==> config.mk <==
export PLATFORM = sky130hd
export DESIGN_NAME = base64_stream_encoder_unit
export DESIGN_NICKNAME = d
export VERILOG_FILES = /design/src/hw/rtl/b64e_pkg.sv /design/src/hw/rtl/base64_stream_encoder_unit.sv /design/src/hw/rtl/b64e_front.sv /design/src/hw/rtl/b64e_queue.sv /design/src/hw/rtl/b64e_back.sv
export VERILOG_INCLUDE_DIRS = /design/src /design/src/hw/rtl
export SDC_FILE = /design/constraint.sdc
export NUM_CORES = 1
export LEC_CHECK = 0
export BUFFER_PORTS_ARGS = -buffer_cell sky130_fd_sc_hd__buf_2
export CORE_UTILIZATION = 45
export CTS_BUF_LIST = sky130_fd_sc_hd__clkbuf_2
export CTS_CLUSTER_SIZE = 20
export DETAILED_ROUTE_END_ITERATION = 10
export PLACE_DENSITY = 0.69
export SLEW_MARGIN = 20
export SYNTH_ARGS = -nofsm -noshare
export SYNTH_HDL_FRONTEND = slang
export SYNTH_SLANG_ARGS = --single-unit
==> constraint.sdc <==
create_clock -name i_clk -period 3.5 [get_ports i_clk]
set_clock_uncertainty 0.1 [all_clocks]
set_input_delay 0.175 -clock i_clk [delete_from_list [all_inputs] [get_ports i_clk]]
set_output_delay 0.175 -clock i_clk [all_outputs]
set_load 0.01 [all_outputs]
==> src/hw/rtl/base64_stream_encoder_unit_defines.svh <==
// assertion macros for the base64 stream encoder unit
`ifndef BASE64_STREAM_ENCODER_UNIT_DEFINES_SVH
`define BASE64_STREAM_ENCODER_UNIT_DEFINES_SVH

`ifndef ASSERT_OFF
`define B64E_ASSERT(lbl, clk, rst_n, prop, msg) \
    lbl: assert property (@(posedge clk) disable iff (!rst_n) (prop)) else $error(msg);
`define B64E_ASSERT_NEXT(lbl, clk, rst_n, ante, cons, msg) \
    lbl: assert property (@(posedge clk) disable iff (!rst_n) (ante) |=> (cons)) else $error(msg);
`else
`define B64E_ASSERT(lbl, clk, rst_n, prop, msg)
`define B64E_ASSERT_NEXT(lbl, clk, rst_n, ante, cons, msg)
`endif

`endif

==> src/hw/rtl/b64e_pkg.sv <==
// shared types, constants and character lookup for the base64 stream encoder
package b64e_pkg;

    localparam int CHAR_W      = 7;
    localparam int MAX_CHARS   = 4;
    localparam int IDX_W       = 2;
    localparam int QUEUE_DEPTH = 2;

    localparam logic [CHAR_W-1:0] PAD_CHAR = 7'h3D;

    typedef struct packed {
        logic [MAX_CHARS-1:0][CHAR_W-1:0] chars;
        logic [IDX_W-1:0]                 last_idx;
        logic                             fin;
    } t_cmd;

    typedef struct packed {
        logic full;
        logic empty;
    } t_q_stat;

    function automatic logic [CHAR_W-1:0] enc_char(input logic [5:0] sextet);
        logic [CHAR_W-1:0] s;
        logic [CHAR_W-1:0] c;
        s = {1'b0, sextet};
        if (sextet < 6'd26) begin
            c = s + 7'd65;
        end else if (sextet < 6'd52) begin
            c = s + 7'd71;
        end else if (sextet < 6'd62) begin
            c = s - 7'd4;
        end else if (sextet == 6'd62) begin
            c = 7'h2B;
        end else begin
            c = 7'h2F;
        end
        return c;
    endfunction

endpackage

==> src/hw/rtl/base64_stream_encoder_unit.sv <==
// top level of the base64 stream encoder
// path: a byte's command is written into the queue, then its characters enter the output register
// throughput: one character per cycle unless stalled; 1, 1 or 2 chars per byte by phase
// a final byte yields 2 to 4 characters with flush and padding, all through the single output port
// the two-entry command queue takes bytes while the output register is stalled
// reset: synchronous active low, clears group phase, leftover bits, queue and output valid
`include "base64_stream_encoder_unit_defines.svh"

module base64_stream_encoder_unit #(
    parameter int QUEUE_DEPTH = b64e_pkg::QUEUE_DEPTH
) (
    input  logic                            i_clk,
    input  logic                            i_rst_n,
    input  logic                            i_in_valid,
    output logic                            o_in_stall,
    input  logic [7:0]                      i_data_byte,
    input  logic                            i_final_byte,
    output logic                            o_out_valid,
    input  logic                            i_out_stall,
    output logic [b64e_pkg::CHAR_W-1:0]     o_out_char,
    output logic                            o_run_end,
    output logic                            o_stream_end
);

    logic               w_push;
    logic               w_pop;
    b64e_pkg::t_cmd     w_cmd;
    b64e_pkg::t_cmd     w_head;
    b64e_pkg::t_q_stat  w_q_stat;

    b64e_front u_front (
        .i_clk        (i_clk),
        .i_rst_n      (i_rst_n),
        .i_in_valid   (i_in_valid),
        .i_data_byte  (i_data_byte),
        .i_final_byte (i_final_byte),
        .i_q_stat     (w_q_stat),
        .o_in_stall   (o_in_stall),
        .o_push       (w_push),
        .o_cmd        (w_cmd)
    );

    b64e_queue #(
        .DEPTH (QUEUE_DEPTH)
    ) u_queue (
        .i_clk   (i_clk),
        .i_rst_n (i_rst_n),
        .i_push  (w_push),
        .i_cmd   (w_cmd),
        .i_pop   (w_pop),
        .o_head  (w_head),
        .o_stat  (w_q_stat)
    );

    b64e_back u_back (
        .i_clk        (i_clk),
        .i_rst_n      (i_rst_n),
        .i_head       (w_head),
        .i_q_stat     (w_q_stat),
        .o_pop        (w_pop),
        .i_out_stall  (i_out_stall),
        .o_out_valid  (o_out_valid),
        .o_out_char   (o_out_char),
        .o_run_end    (o_run_end),
        .o_stream_end (o_stream_end)
    );

    `B64E_ASSERT(a_push_not_full, i_clk, i_rst_n, !w_push || !w_q_stat.full, "push into full queue")
    `B64E_ASSERT(a_pop_not_empty, i_clk, i_rst_n, !w_pop || !w_q_stat.empty, "pop from empty queue")
    `B64E_ASSERT(a_stream_end_run_end, i_clk, i_rst_n, !(o_out_valid && o_stream_end) || o_run_end, "stream end without run end")
    `B64E_ASSERT_NEXT(a_pop_shows_run_end, i_clk, i_rst_n, w_pop, o_out_valid && o_run_end, "popped command did not end a run")

endmodule

==> src/hw/rtl/b64e_front.sv <==
// front end: accepts bytes, tracks group phase and builds character commands
module b64e_front (
    input  logic                i_clk,
    input  logic                i_rst_n,
    input  logic                i_in_valid,
    input  logic [7:0]          i_data_byte,
    input  logic                i_final_byte,
    input  b64e_pkg::t_q_stat   i_q_stat,
    output logic                o_in_stall,
    output logic                o_push,
    output b64e_pkg::t_cmd      o_cmd
);

    typedef enum logic [1:0] {
        PH0,
        PH1,
        PH2
    } t_phase;

    t_phase      r_phase;
    t_phase      n_phase;
    logic [3:0]  r_left;
    logic [3:0]  n_left;

    assign o_in_stall = i_q_stat.full;
    assign o_push     = i_in_valid && !i_q_stat.full;

    always_comb begin
        o_cmd.fin      = i_final_byte;
        o_cmd.chars[0] = b64e_pkg::enc_char(i_data_byte[7:2]);
        o_cmd.chars[1] = b64e_pkg::enc_char({i_data_byte[1:0], 4'b0000});
        o_cmd.chars[2] = b64e_pkg::PAD_CHAR;
        o_cmd.chars[3] = b64e_pkg::PAD_CHAR;
        o_cmd.last_idx = i_final_byte ? 2'd3 : 2'd0;
        n_left         = {2'b00, i_data_byte[1:0]};
        n_phase        = PH1;
        unique case (r_phase)
            PH1: begin
                o_cmd.chars[0] = b64e_pkg::enc_char({r_left[1:0], i_data_byte[7:4]});
                o_cmd.chars[1] = b64e_pkg::enc_char({i_data_byte[3:0], 2'b00});
                o_cmd.last_idx = i_final_byte ? 2'd2 : 2'd0;
                n_left         = i_data_byte[3:0];
                n_phase        = PH2;
            end
            PH2: begin
                o_cmd.chars[0] = b64e_pkg::enc_char({r_left, i_data_byte[7:6]});
                o_cmd.chars[1] = b64e_pkg::enc_char(i_data_byte[5:0]);
                o_cmd.last_idx = 2'd1;
                n_left         = 4'd0;
                n_phase        = PH0;
            end
            default: begin
            end
        endcase
        if (i_final_byte) begin
            n_left  = 4'd0;
            n_phase = PH0;
        end
    end

    always_ff @(posedge i_clk) begin
        if (!i_rst_n) begin
            r_phase <= PH0;
            r_left  <= 4'd0;
        end else if (o_push) begin
            r_phase <= n_phase;
            r_left  <= n_left;
        end
    end

endmodule

==> src/hw/rtl/b64e_queue.sv <==
// short command queue between front end and back end
module b64e_queue #(
    parameter int DEPTH = b64e_pkg::QUEUE_DEPTH
) (
    input  logic                i_clk,
    input  logic                i_rst_n,
    input  logic                i_push,
    input  b64e_pkg::t_cmd      i_cmd,
    input  logic                i_pop,
    output b64e_pkg::t_cmd      o_head,
    output b64e_pkg::t_q_stat   o_stat
);

    localparam int PTR_W = (DEPTH > 1) ? $clog2(DEPTH) : 1;
    localparam int CNT_W = $clog2(DEPTH + 1);

    b64e_pkg::t_cmd     r_mem [DEPTH];
    logic [PTR_W-1:0]   r_wr_ptr;
    logic [PTR_W-1:0]   r_rd_ptr;
    logic [CNT_W-1:0]   r_count;

    assign o_head       = r_mem[r_rd_ptr];
    assign o_stat.full  = (r_count == CNT_W'(DEPTH));
    assign o_stat.empty = (r_count == '0);

    always_ff @(posedge i_clk) begin
        if (i_push) begin
            r_mem[r_wr_ptr] <= i_cmd;
        end
    end

    always_ff @(posedge i_clk) begin
        if (!i_rst_n) begin
            r_wr_ptr <= '0;
            r_rd_ptr <= '0;
            r_count  <= '0;
        end else begin
            if (i_push) begin
                r_wr_ptr <= (r_wr_ptr == PTR_W'(DEPTH - 1)) ? '0 : r_wr_ptr + 1'b1;
            end
            if (i_pop) begin
                r_rd_ptr <= (r_rd_ptr == PTR_W'(DEPTH - 1)) ? '0 : r_rd_ptr + 1'b1;
            end
            if (i_push && !i_pop) begin
                r_count <= r_count + 1'b1;
            end else if (i_pop && !i_push) begin
                r_count <= r_count - 1'b1;
            end
        end
    end

endmodule

==> src/hw/rtl/b64e_back.sv <==
// back end: emits the characters of each command one word per cycle while the output is not stalled
module b64e_back (
    input  logic                            i_clk,
    input  logic                            i_rst_n,
    input  b64e_pkg::t_cmd                  i_head,
    input  b64e_pkg::t_q_stat               i_q_stat,
    output logic                            o_pop,
    input  logic                            i_out_stall,
    output logic                            o_out_valid,
    output logic [b64e_pkg::CHAR_W-1:0]     o_out_char,
    output logic                            o_run_end,
    output logic                            o_stream_end
);

    logic                       r_out_valid;
    logic [b64e_pkg::CHAR_W-1:0] r_out_char;
    logic                       r_run_end;
    logic                       r_stream_end;
    logic [b64e_pkg::IDX_W-1:0] r_idx;
    logic                       slot_free;
    logic                       load;
    logic                       last;

    assign slot_free = !r_out_valid || !i_out_stall;
    assign load      = slot_free && !i_q_stat.empty;
    assign last      = (r_idx == i_head.last_idx);
    assign o_pop     = load && last;

    assign o_out_valid  = r_out_valid;
    assign o_out_char   = r_out_char;
    assign o_run_end    = r_run_end;
    assign o_stream_end = r_stream_end;

    always_ff @(posedge i_clk) begin
        if (!i_rst_n) begin
            r_out_valid <= 1'b0;
            r_idx       <= '0;
        end else if (load) begin
            r_out_valid <= 1'b1;
            r_idx       <= last ? '0 : r_idx + 1'b1;
        end else if (!i_out_stall) begin
            r_out_valid <= 1'b0;
        end
    end

    always_ff @(posedge i_clk) begin
        if (load) begin
            r_out_char   <= i_head.chars[r_idx];
            r_run_end    <= last;
            r_stream_end <= last && i_head.fin;
        end
    end

endmodule

### After elaboration in Yosys (flattened, before gate mapping)

Memory sizes are Yosys's and may differ from the RTL's. A register that Yosys moved wholly into a read port is not among the register bits.
Index checks and enable logic that the tools add are counted.
W data, S select, Z words.

* output and inout port bits: 11
* word-level logic and storage cells: 119
* bits of input ports: 13
* bits in registers: 22
* memories: 1
* memory bits (writable): 34

* mux-type cells: 42
* add/subtract/negate cells: 23
* reduce and logical (&&, ||, !) cells: 15
* equal/unequal tests: 9
* $lt $le $gt $ge: 19

Memories
* u_queue.r_mem: words 2, width 17, rd ports 1, clocked after memory_dff 1, write ports 1, line b64e_queue.sv:17 `b64e_pkg::t_cmd r_mem [DEPTH];`

Operator list (number)
* $mux W7: 19
* $add A6 B7 Y7 const B: 12
* $lt A6 B6 Y1 const B: 12
* $sub A6 B3 Y7 const B: 6
* $lt A6 B5 Y1 const B: 6
* $pmux W16 S2: 1
* $eq A6 B6 Y1 const B: 4
* $bmux W7 S2: 1
* $mux W2: 6
* $mux W3: 4
* $mux W1: 8
* $pmux W4 S2: 1
* $logic_and A1 B1 Y1: 6
* $logic_not A1 Y1: 6
* $add A2 B1 Y2 const B: 2
* $eq A2 B2 Y1 const B: 2
* $mux W4: 1
* $pmux W2 S2: 1
* $lt A2 B3 Y1 const B: 1
* $add A1 B1 Y1 const B: 2
* $eq A2 B1 Y1 const B: 1
* $eq A2 B2 Y1: 1
* $logic_not A2 Y1: 1
* $ne A2 B1 Y1 const B: 1
* other kinds (3): 3

### Logic depth before layout (Yosys ltp)

Gate-level depths: netlist (run 1).

* word-level depth: 7
* depth in mapped cells: 11
* mapped depth without buffers: 9

### Hierarchy

From an unflattened synthesis (run 1), not the netlist that was laid out.

* cell total of the unflattened synthesis: 514
* area, all modules: 5512.8 µm²

Modules (own cells, without submodules)
* b64e_queue: area each 2444.8 µm², cells an instance 118, instances 1, seq. area each 1961.9 µm²
* b64e_front: area each 2431.1 µm², cells an instance 357, instances 1, seq. area each 120.1 µm²
* b64e_back: area each 636.9 µm², cells an instance 39, instances 1, seq. area each 330.3 µm²

### Worst setup path after synthesis (run 1)

OpenSTA, ideal clock, no wires.

* path kind: input -> register
* start point: input port i_data_byte[0]
* end point: memory u_queue.r_mem[0][16] (netlist bit), data pin
* path slack: 1.002 ns
* data required time: 3.137 ns
* library setup time: 0.263 ns
* buffers on the path: 2
* data arrival time: 2.135 ns
* cell stages on the path: 11
* path through: buf_2 inv_1 ha_1 nand2b_1 clkbuf_1 xnor2_1 ha_1 o21bai_1 a41oi_1 o311a_1 a211o_1

RTL lines
* start, declared: line base64_stream_encoder_unit.sv:16 `input logic [7:0] i_data_byte,`
* end, declared: line b64e_queue.sv:17

==> results of run 1 <==
## per-layer routing
layer  track usage [%]  vias to the layer above
met4              8.50                        0
met2              35.1                      163
met3              4.18                       24
li1                  -                     1697
met5                 0                        -
met1              28.3                     1715
## repair_timing
| action | in CTS | in global routing |
|---|---|---|
| hold buffers | 4 | 0 |
| hold endpoints to repair | 16 | 0 |
| endpoints found under the setup margin | 0 | 0 |
## through the flow
stage / instances / hold WS [ps]
CTS: 569 / 45.8
floorplan: 441 / 174
global placement: 549 / 355
global route: 569 / 109
finish: 569 / 98.7
detailed placement: 549 / 371
## power by group
group / switching [mW] / internal, mW / total, mW
registers: 0.0798 / 0.944 / 1.02
logic: 0.460 / 0.361 / 0.821
clock network: 0.220 / 0.170 / 0.390
total: 0.760 / 1.47 / 2.23
## worst max path at each step
stage	slack, ps	end	from	depth (start not counted)
3_3_place_gp	720	u_queue.r_mem[0][16]$_DFFE_PP_	i_data_byte[2]	9
4_1_cts	950	u_queue.r_mem[0][6]$_DFFE_PP_	u_front.r_left[0]$_SDFFE_PN0P_	7
2_1_floorplan	1000	u_queue.r_mem[0][16]$_DFFE_PP_	i_data_byte[0]	11
5_1_grt	780	u_queue.r_mem[1][8]$_DFFE_PP_	u_front.r_left[0]$_SDFFE_PN0P_	7
6_report	910	u_queue.r_mem[1][8]$_DFFE_PP_	u_front.r_left[0]$_SDFFE_PN0P_	7
3_5_place_dp	650	u_queue.r_mem[0][16]$_DFFE_PP_	i_data_byte[2]	9
## Yosys cell counts (4+ instances only)
| master | instances | share of area (%) |
|---|---|---|
| edfxtp_1 | 43 | 31 |
| nand2_1 | 36 | 3.2 |
| ha_1 | 27 | 8.0 |
| a21oi_1 | 22 | 2.6 |
| inv_1 | 21 | 1.9 |
| o21ai_0 | 19 | 2.3 |
| nor2_1 | 17 | 1.5 |
| nor2b_1 | 17 | 2.5 |
| clkbuf_1 | 14 | 1.2 |
| dfxtp_1 | 14 | 6.6 |
| nor3_1 | 13 | 1.5 |
| a31oi_1 | 12 | 1.8 |
| xnor2_1 | 12 | 2.5 |
| mux2i_1 | 11 | 2.6 |
| a211oi_1 | 10 | 1.8 |
| buf_2 | 10 | 1.2 |
| nand3_1 | 9 | 1.1 |
| mux4_2 | 7 | 3.7 |
| or3_1 | 7 | 1.0 |
| a22oi_1 | 6 | 1.1 |
| nand2b_1 | 6 | 0.89 |
| o211ai_1 | 5 | 0.89 |
| or2_2 | 5 | 0.74 |
| a21boi_0 | 4 | 0.71 |
| nor4_1 | 4 | 0.59 |
| o221ai_1 | 4 | 0.83 |
## cell type report
cell class,instances,area [um2],share of cell area (%)
clock buffers,12,60.1,1.33
clock inverters,4,43.8,0.966
flip-flops and latches,57,1570,34.7
repair buffers,34,208,4.58
well taps,108,135,2.98
multi-input cells,330,2420,53.5
inverters,24,90.1,1.99
## registers in the layout, indices dropped and copies added (netlist names), named ones only
signal,cells
u_queue.r_count,2
u_front.r_phase,2
u_back.o_out_valid,1
u_queue.r_mem,34
u_queue.r_rd_ptr,1
u_back.o_out_char,7
u_back.o_stream_end,1
u_front.r_left,4
u_back.r_idx,2
u_back.o_run_end,1
u_queue.r_wr_ptr,1
## cell families after synthesis
group | Yosys count | synth area share [%]
DFF | 57 | 37.2
muxes | 21 | 7.14
buffers and inverters | 54 | 5.45
xor gates and xnor gates | 15 | 3.11
adders and majority gates | 27 | 8.00
and+or+nand+nor | 136 | 16.9
AOI/OAI and AO/OA | 131 | 22.2
## worst max-delay path, cell delays in order (launching register included)
cell       delay (ps)
dfxtp_1           360
buf_4             170
ha_1              330
nand2b_1          270
a21oi_1           340
a2111oi_0         160
a311o_1           350
o31a_1            280
==> flow_summary.yaml, run 1 <==
timing:
  worst_pin_slew_ps: 632
  max-slew-margin-rel_pct: 57.7
  setup_violations: 0
  fin_crit_sh_pct: 74.1
  finalHoldViolCount: 0
  fmax_mhz: 385
  rsz0062_at_grt: "false"
  fin_crit_ps: 2590
  timing.setup.tns_ps: 0
  postLayoutSetupSlackWorst_ps: 905
  drv_slew: 0
global_routing:
  grt_pass1_wl_mm: 16.7
  grt_pass1_vias: 3317
  grt_usage_pct: 21.6
  antenna_found_initial: 0
  overflow: 0
  grt_max_degree: 24
placement:
  place_area_um2: 4390
  dpl_worst_slack_ps: 647
  place.port_buffers: 23
  dp_hpwl_mm: 7.33
  place_congestion: 0.919
floorplan:
  die_h_um: 98.9
  rows: 34
  die_w_um: 98.9
  ios: 24
  core_area_um2: 8890
  die_area_um2: 9780
  initial_utilization_pct: 47.5
clock_tree:
  clock_path_buffers: 2
  htreeDepth: 3
  cts_tree: "built"
  post_cts_buffers: 0
  clkSinkCount: 57
  ctsRootBufferMaster: "clkbuf_2"
  numCtsBuffers: 9
  path_clk_slew_ps: 140
  cts.repair.resized: 0
  insertion_delay_ps: 440
final_layout:
  fillers: 804
  final_cell_mix: "43 x edfxtp_1, 36 x nand2_1, 27 x ha_1, 23 x buf_2, 22 x a21oi_1"
  drive_above_1_share_pct: 15.0
  num_antenna_cells: 0
  final_common_cell: "edfxtp_1"
  postLayoutCellArea_um2: 4530
  final_util_pct: 51.0
  nets: 496
  area_delta_synth_final_pct: 7.26
power:
  power.density_nw_per_um2: 493
  p_leak_nw: 1.64
  finalPower_mw: 2.23
  peakVddDrop_uv: 222
setup_path:
  rr_endpoint: "u_queue.r_mem[1][8]$_DFFE_PP_"
  rrSetupSlack_ps: 910
  cp_data_required_time_ps: 3590
  worstSetupStartpointType: "flip-flop"
  critPathKind: "flip-flop to flip-flop"
  regToRegStartpoint: "u_front.r_left[0]$_SDFFE_PN0P_"
  r2r_cells: 7
  end_kind: "flip-flop"
  crit_arrival_ps: 2680
  path_max_fanout: 10
synth:
  avgSynthCellArea_um2: 9.58
  ys_ff_latch: 57
  synth_nets: 481
  syn-cell-area_um2: 4230
  synth_flop_cell: "edfxtp_1"
  synth_edf_count: 43
  synthArstFlopShare_pct: 0
  seq_area_frac_synth_pct: 37.2
  ys_types: 74
  post_synth_inst_count: 441
  yosysWarnings: 0
worst_hold_path:
  whs_path_depth: 3
  hp-start: "i_data_byte[0]"
  min_to: "u_front.r_left[0]$_SDFFE_PN0P_"
  min_path_type: "input port to flip-flop"
detailed_routing:
  drt_first_pass_iters: 7
  drt-initial-drc-count: 314
  wl_met2_mm: 4.80
  wirelength_mm: 10.2
  highest_layer: "met4"
  vias_per_cell: 6.33
  met3_length_um: 777
  ant_nets: 0
  drc: 0
  wl_per_cell_um: 18.0
  vias: 3599
  wl_met1_mm: 4.40
outcome:
  status: "finished clean"
flow_run:
  drv_cap: 0
(Power assumes the default switching activity.)
==> inputs of run 2 (changes only) <==
--- a/config.mk
+++ b/config.mk
@@ -11,7 +11,7 @@
 export CTS_BUF_LIST = sky130_fd_sc_hd__clkbuf_2
 export CTS_CLUSTER_SIZE = 20
 export DETAILED_ROUTE_END_ITERATION = 10
-export PLACE_DENSITY = 0.69
+export PLACE_DENSITY = 0.71
 export SLEW_MARGIN = 20
 export SYNTH_ARGS = -nofsm -noshare
 export SYNTH_HDL_FRONTEND = slang
==> constraint.sdc (replaced) <==
create_clock -name i_clk -period 2.22 [get_ports i_clk]
set_clock_uncertainty 0.1 [all_clocks]
set_input_delay 0.111 -clock i_clk [delete_from_list [all_inputs] [get_ports i_clk]]
set_output_delay 0.111 -clock i_clk [all_outputs]
set_load 0.01 [all_outputs]
==> flow_summary.yaml, run 2 (synthesis results as in run 1) <==
outcome:
  status: "finished clean"
detailed_routing:
  drt_first_pass_iters: 5
  wl_met1_mm: 5.04
  wl_met2_mm: 5.63
  drt-initial-drc-count: 383
  wl_per_cell_um: 18.7
  wirelength_mm: 11.7
  drc: 0
  met3_length_um: 851
  ant_nets: 0
  vias: 3879
  highest_layer: "met4"
  vias_per_cell: 6.19
setup_path:
  r2r_cells: 7
  cp_data_required_time_ps: 2340
  rr_endpoint: "u_queue.r_mem[0][7]$_DFFE_PP_"
  rrSetupSlack_ps: 60
  critPathKind: "flip-flop to flip-flop"
  worstSetupStartpointType: "flip-flop"
  end_kind: "flip-flop"
  regToRegStartpoint: "u_front.r_left[0]$_SDFFE_PN0P_"
  crit_arrival_ps: 2280
  path_max_fanout: 4
worst_hold_path:
  min_to: "u_front.r_phase[0]$_SDFFE_PN0P_"
  whs_path_depth: 5
  min_path_type: "input port to flip-flop"
  hp-start: "i_in_valid"
flow_run:
  drv_cap: 0
floorplan:
  die_w_um: 98.9
  ios: 24
  core_area_um2: 8890
  initial_utilization_pct: 47.5
  rows: 34
  die_h_um: 98.9
  die_area_um2: 9780
power:
  power.density_nw_per_um2: 741
  peakVddDrop_uv: 316
  p_leak_nw: 1.94
  finalPower_mw: 3.77
final_layout:
  largest_register: "u_queue.r_mem"
  area_delta_synth_final_pct: 20.4
  fillers: 772
  nets: 554
  largest_reg_flops: 34
  final_common_cell: "buf_4"
  drive_above_1_share_pct: 27.7
  final_cell_mix: "61 x buf_4, 43 x edfxtp_1, 36 x nand2_1, 23 x ha_1, 23 x buf_2"
  num_antenna_cells: 0
placement:
  dp_hpwl_mm: 8.59
  place_congestion: 0.951
  dpl_worst_slack_ps: -12.1
  place.port_buffers: 23
clock_tree:
  numCtsBuffers: 9
  htreeDepth: 3
  clkSinkCount: 57
  path_clk_slew_ps: 190
  clock_path_buffers: 2
  insertion_delay_ps: 480
  cts_tree: "built"
  ctsRootBufferMaster: "clkbuf_2"
global_routing:
  overflow: 0
  grt_pass1_vias: 3571
  grt_usage_pct: 24.7
  grt_max_degree: 19
  antenna_found_initial: 0
  grt_pass1_wl_mm: 18.7
timing:
  setup_violations: 0
  fin_crit_sh_pct: 97.3
  drv_slew: 0
  max-slew-margin-rel_pct: 69.8
  fin_hold_ws_ps: 48.3
  rsz0062_at_grt: "true"
  worst_pin_slew_ps: 446
  postLayoutSetupSlackWorst_ps: 59.5
  fmax_mhz: 463
  fin_crit_ps: 2160
  finalHoldViolCount: 0
==> run 2: cell count changes in the layout (fill, tap and decap cells not counted), sizes merged <==
cell / previous run / this run
buf: 30 / 86
clkbuf: 12 / 10
dlygate4sd3: 4 / 6
inv: 23 / 25
==> run 2: what timing repair did <==
item / 4_1_cts / 5_1_grt
hold buffers: 6 / 0
resized for setup: 2 / 20
hold endpoints to repair: 20 / 0
pin swaps: 2 / 1
endpoints found under the setup margin: 6 / 15
setup buffers: 1 / 1
==> run 2: critical path: stages (launching register included) <==
cell and delay [ps]:
dfxtp_4 400, inv_2 70, ha_2 200, a21o_4 140, a21oi_4 60, or4b_1 530
a31o_1 220, o32a_1 180
==> run 2: layout make-up <==
| cell class | count | area, um2 | area share, % |
|---|---|---|---|
| repair buffers | 92 | 664 | 13.1 |
| flip-flops and latches | 57 | 1580 | 31.1 |
| well taps | 108 | 135 | 2.66 |
| inverters | 24 | 90.1 | 1.77 |
| clock buffers | 10 | 50.0 | 0.984 |
| clock inverters | 6 | 56.3 | 1.11 |
| multi-input cells | 330 | 2510 | 49.3 |
==> run 2: power breakdown <==
part           total [mW]  internal (mW)  switching (mW)  leakage (nW)
Clock               0.656          0.260           0.396        0.0740
Sequential           1.60           1.49           0.109         0.516
Combinational        1.51          0.707           0.803          1.35
Total                3.77           2.46            1.31          1.94
==> run 2: how the worst max path moves through the flow <==
stage          slack (ps)  depth (start not counted)                            from                         endpoint
2_1_floorplan          30                         11                  i_data_byte[0]   u_queue.r_mem[0][16]$_DFFE_PP_
3_3_place_gp           50                          6  u_front.r_left[1]$_SDFFE_PN0P_    u_queue.r_mem[0][7]$_DFFE_PP_
3_5_place_dp          -10                          6  u_front.r_left[1]$_SDFFE_PN0P_    u_queue.r_mem[0][7]$_DFFE_PP_
4_1_cts                 7                          7  u_front.r_left[0]$_SDFFE_PN0P_    u_queue.r_mem[0][6]$_DFFE_PP_
5_1_grt                -9                          8                       flip-flop  u_queue.r_count[1]$_SDFFE_PN0P_
6_report               60                          7  u_front.r_left[0]$_SDFFE_PN0P_    u_queue.r_mem[0][7]$_DFFE_PP_
==> run 2: stage by stage <==
| step | utilization, % | instance area (um2) | std cells | TNS [ps] |
|---|---|---|---|---|
| floorplan | - | 4260 | 441 | 0 |
| global placement | 54.3 | 4830 | 603 | 0 |
| detailed placement | 54.3 | 4830 | 603 | -27.5 |
| CTS | 56.3 | 5010 | 626 | 0 |
| global route | 57.2 | 5090 | 627 | -16.5 |
| finish | 57.2 | 5090 | 627 | 0 |
==> run 2: routing by layer <==
layer,vias up,track usage [%]
li1,1819,-
met1,1870,33.5
met2,171,40.7
met3,19,4.11
met4,0,6.89
met5,-,0
